===== src/sv/ibc_pkg.sv =====
// ============================================================================
// ibc_pkg
// Shared types and constants of the IMU bias calibration block.
// ============================================================================
package ibc_pkg;

    localparam int IN_W             = 16;
    localparam int WORD_W           = 16;
    localparam int N_AXES           = 6;
    localparam int N_ACCEL          = 3;
    localparam int SAMPLE_COUNT_DEF = 20;

    // Dividend width of the divider lanes: holds the magnitude of a full sum
    // (up to 64 frames) and the scaled gyro average |avg| * 32.
    localparam int DIV_W  = 22;
    // A divide by a constant is a multiply by its rounded-up reciprocal
    // scaled by 2^RECIP_SHIFT; exact for any dividend below 2^DIV_W and any
    // divisor up to 131.
    localparam int RECIP_SHIFT = 30;
    localparam int RECIP_W     = 31;

    localparam logic [WORD_W-1:0] ONE_G      = 16'h4000;
    localparam int                GYRO_SHIFT = 5;    // times 32
    localparam int                GYRO_DIV   = 131;
    localparam logic [RECIP_W-1:0] GYRO_RECIP =
        RECIP_W'(((longint'(1) << RECIP_SHIFT) + longint'(GYRO_DIV - 1)) / longint'(GYRO_DIV));

    localparam int CFG_IDX_W = 2;
    localparam logic [CFG_IDX_W-1:0] REG_FACTORY_X = 2'd0;
    localparam logic [CFG_IDX_W-1:0] REG_FACTORY_Y = 2'd1;
    localparam logic [CFG_IDX_W-1:0] REG_FACTORY_Z = 2'd2;

    typedef enum logic [2:0] {
        ST_ACCUM,
        ST_LOAD1,
        ST_DIV1,
        ST_LOAD2,
        ST_DIV2,
        ST_FIN
    } ibc_state_t;

    typedef struct packed {
        logic acc;       // add the accepted frame to the sums
        logic load1;     // load lanes with |sum|, clear sums and count
        logic load2;     // capture averages, load gyro lanes with |avg|*32
        logic step;      // one reciprocal multiply on all lanes
        logic sel2;      // reciprocal select: gyro scale divisor
        logic res_load;  // build offset words into the output register
    } ibc_cmd_t;

    typedef struct packed {
        logic last_frame;  // the next accepted frame completes the batch
    } ibc_status_t;

endpackage


===== src/sv/ibc_ctrl.sv =====
// ============================================================================
// ibc_ctrl
// Sequencer: accumulate frames, run two divider passes, hand off the result.
// ============================================================================
module ibc_ctrl (
    input  logic                 clk,
    input  logic                 rst_n,
    input  logic                 in_valid,
    output logic                 in_ready,
    output logic                 out_valid,
    input  logic                 out_ready,
    input  ibc_pkg::ibc_status_t status,
    output ibc_pkg::ibc_cmd_t    cmd
);

    ibc_pkg::ibc_state_t         state_reg;
    ibc_pkg::ibc_state_t         state_next;
    logic                        out_valid_reg;
    logic                        out_valid_next;
    logic                        out_free;

    assign out_free = !out_valid_reg || out_ready;

    always_comb
    begin
        state_next = state_reg;
        unique case (state_reg)
            ibc_pkg::ST_ACCUM:
                if (in_valid && status.last_frame)
                    state_next = ibc_pkg::ST_LOAD1;
            ibc_pkg::ST_LOAD1:
                state_next = ibc_pkg::ST_DIV1;
            ibc_pkg::ST_DIV1:
                state_next = ibc_pkg::ST_LOAD2;
            ibc_pkg::ST_LOAD2:
                state_next = ibc_pkg::ST_DIV2;
            ibc_pkg::ST_DIV2:
                state_next = ibc_pkg::ST_FIN;
            ibc_pkg::ST_FIN:
                if (out_free)
                    state_next = ibc_pkg::ST_ACCUM;
            default:
                state_next = ibc_pkg::ST_ACCUM;
        endcase
    end

    always_comb
    begin
        cmd      = '0;
        in_ready = 1'b0;
        unique case (state_reg)
            ibc_pkg::ST_ACCUM:
            begin
                in_ready = 1'b1;
                cmd.acc  = in_valid;
            end
            ibc_pkg::ST_LOAD1: cmd.load1 = 1'b1;
            ibc_pkg::ST_DIV1:  cmd.step  = 1'b1;
            ibc_pkg::ST_LOAD2: cmd.load2 = 1'b1;
            ibc_pkg::ST_DIV2:
            begin
                cmd.step = 1'b1;
                cmd.sel2 = 1'b1;
            end
            ibc_pkg::ST_FIN:   cmd.res_load = out_free;
            default: ;
        endcase
    end

    always_comb
    begin
        out_valid_next = out_valid_reg;
        if (cmd.res_load)
            out_valid_next = 1'b1;
        else if (out_ready)
            out_valid_next = 1'b0;
    end

    always_ff @(posedge clk or negedge rst_n)
    begin
        if (!rst_n)
        begin
            state_reg     <= ibc_pkg::ST_ACCUM;
            out_valid_reg <= 1'b0;
        end
        else
        begin
            state_reg     <= state_next;
            out_valid_reg <= out_valid_next;
        end
    end

    assign out_valid = out_valid_reg;

endmodule


===== config.mk =====
export PLATFORM = sky130hd
export DESIGN_NAME = ibc_ctrl
export DESIGN_NICKNAME = d
export VERILOG_FILES = /design/src/sv/ibc_pkg.sv /design/src/sv/ibc_ctrl.sv
export SDC_FILE = /design/constraint.sdc
export NUM_CORES = 1
export LEC_CHECK = 0
export CORE_AREA = 5 5 42 44
export CTS_BUF_LIST = sky130_fd_sc_hd__clkbuf_2
export DETAILED_ROUTE_END_ITERATION = 7
export DIE_AREA = 0 0 47 49
export DONT_BUFFER_PORTS = 1
export GPL_TIMING_DRIVEN = 0
export PLACE_DENSITY = 0.44
export SLEW_MARGIN = 5
export SYNTH_ARGS = -nofsm -noshare
export SYNTH_HDL_FRONTEND = slang
export SYNTH_SLANG_ARGS = --single-unit

===== constraint.sdc =====
create_clock -name clk -period 0.9 [get_ports clk]
set_input_delay 0.045 -clock clk [delete_from_list [all_inputs] [get_ports clk]]
set_output_delay 0.045 -clock clk [all_outputs]
set_load 0.01 [all_outputs]

==> metrics <==
Most Crowded Layer GR=met4; width of the die=47 um; Post-Synthesis Net Count=33; Layout area overhead=58.3%; status=finished with violations; Reg2Reg Depth=5; Gate power share=0.679; Final min period=1.19 ns; clock latency on the worst-skew pair=0.22 ns; Fin Setup TNS=-1.77 ns; most frequent cells in the layout=8 x buf_4, 4 x dfrtp_1, 3 x clkbuf_2; Layout fillers=150; violated checks=negative setup slack; port bufs=0; Fmax=839 MHz; # IOs=13; Wirelength per Cell=11.8 um; clock sinks=4; Setup WS pre-CTS=-0.158 ns; Final Setup Violations=11; # DRC=0; top-area cell type share of the netlist area=0.379; WP buf/inv=1; met1 usage=0.0780; FF+latch count, synth=4; final weighted congestion in routability-driven placement=0.720; Psw=0.584 mW; ant diodes=0; Synth cell types=19; CP Max Fanout=8; Post-Route WL=649 um; Final Max Slew Viols=0; Avg Inst Size Synth=9.43 um^2; DRT antenna net count=0; vias in the first global route=247; r2r startpoint=state_reg[2]; Setup Crit Path Kind=register to output pin; share of cells above drive strength 1=0.590; vias post-DR=242; reg2reg end=state_reg[2]; GRT overflow=0; number of flip-flops under the largest register name=3; post-route cell area=418 um^2; worst hold path startpoint=out_ready; Net Sw Frac=0.401; hold depth=3; Util after Layout=0.298; Final Total Pwr=1.46 mW; height of the die=49 um; DP Area=299 um^2; Min-Delay Endpoint=state_reg[0]; Worst-path clk slew=0.04 ns; CP arrival=1.15 ns; die area=2300 um^2; CTS tree=built; Critical Path Max Stage Delay=0.36 ns; Pint=0.871 mW; placed insts=44; DR pass1 iterations=2; worst vdd ir=0.00116 V; register area share after synthesis=0.379; CTS buffer count=3; first-pass GRT wire length=1040 um; H-tree levels=1; Reg power frac=0.206; post-synth top area cell=dfrtp_1; pin count of the biggest net entering global routing=10; r2r setup slk=-0.20 ns; max-cap viol count=0; most common cell after layout, fill and taps aside=buf_4; CP endpoint kind=output pin; P_leak=0.186 nW; starting density of the core=0.188; Worst path slowest cell=dfrtp_1; Power Density=3480 nW/um^2; Hold WS=0.0149 ns; Clock Tree Buf Depth=2; worst setup margin=-0.292 ns; Critical Path RT=0.85 ns; Final nets=46; RSZ-0062 raised after global routing=true; final period utilization=1.32; Synth Instances=28; clock network fraction of total power=0.116; met2 usage=0.0860; Core Area=1400 um^2; final non-filler cell total=55; DR vias/cell=4.40; Ys Warns=0; synth top area cells=dfrtp_1 38%, nand2b_1 7.1%, buf_8 5.7%, buf_6 4.3%, nor2_1 4.3%; Core Rows=14; met3 Usage GRT=0.0148; Final Hold Fails=0; Cell Area, Synth=264 um^2; gr usage total=0.0693; Iteration-0 DRC Markers=3; relative slew slack=0.741; Tightest Hold Check Type=input port to register; family with the most delay on the worst path=simple AND/OR/NAND/NOR gates; worst path cell trace=buf_6, nor3_4, and2_4; clk_skew=0.000829 ns; Worst Tran Pin Value=0.388 ns; startpoint types=register; clk root buf=clkbuf_2; initial antenna violation count=0
==> worst max path at each step <==
stage	start	endpoint	slack [ns]	cells after the start
5_1_grt	state_reg[2]	cmd[5]	-0.33	3
6_report	state_reg[2]	cmd[5]	-0.29	3
2_1_floorplan	state_reg[1]	state_reg[2]	-0.13	3
3_3_place_gp	state_reg[0]	cmd[5]	-0.15	3
3_5_place_dp	state_reg[1]	state_reg[2]	-0.16	3
4_1_cts	state_reg[2]	cmd[5]	-0.31	3
==> timing repair <==
action,CTS,global route
setup buffers,3,4
gates resized for setup,8,1
endpoints found under the hold margin,4,0
endpoints found under the setup margin,9,10
hold buffers,1,0
pin swaps,4,2
==> tightest hold or removal path: cells and delay by family <==
family / cells / cell delay (ns)
AOI/OAI and AO/OA: 1 / 0.06
and+or+nand+nor: 2 / 0.08
==> Yosys cell counts (all sizes together) <==
master / instances
nor2: 3
a221oi: 1
nand2b: 3
nor2b: 1
xnor2: 1
nor3: 1
and2: 1
or2: 1
a211oi: 1
a21oi: 2
nand2: 2
buf: 4
and3b: 1
dfrtp: 4
nor3b: 1
nand3b: 1
==> layout make-up <==
| cell class | instances | area, um^2 | share of cell area |
|---|---|---|---|
| buffer | 4 | 45.0 | 0.108 |
| clock buffer | 3 | 15.0 | 0.0359 |
| multi-input combinational | 20 | 175 | 0.419 |
| sequential | 4 | 100 | 0.240 |
| tap | 16 | 20.0 | 0.0479 |
| timing repair buffer | 8 | 62.6 | 0.150 |
==> power groups by stage <==
stage	registers [mW]	logic [mW]	clock network, mW
detailed placement	0.304	0.638	0
global placement	0.305	0.625	0
CTS	0.302	0.856	0.174
global route	0.308	1.06	0.176
floorplan	0.298	0.564	0
finish	0.299	0.988	0.168
==> metal layers <==
metal,vias to the layer above,part of all wire
li1,114,-
met3,5,0.092
met1,110,0.35
met2,13,0.49
met5,-,0
met4,0,0.071
==> logic make-up after synthesis <==
kind of cell | Yosys count | synth area share
XOR/XNOR | 1 | 0.0332
AO/OA/AOI/OAI | 4 | 0.0995
buffers and inverters | 4 | 0.147
flip-flops | 4 | 0.379
AND/OR/NAND/NOR | 15 | 0.341
Note: power is estimated with default switching activity, not from simulation.
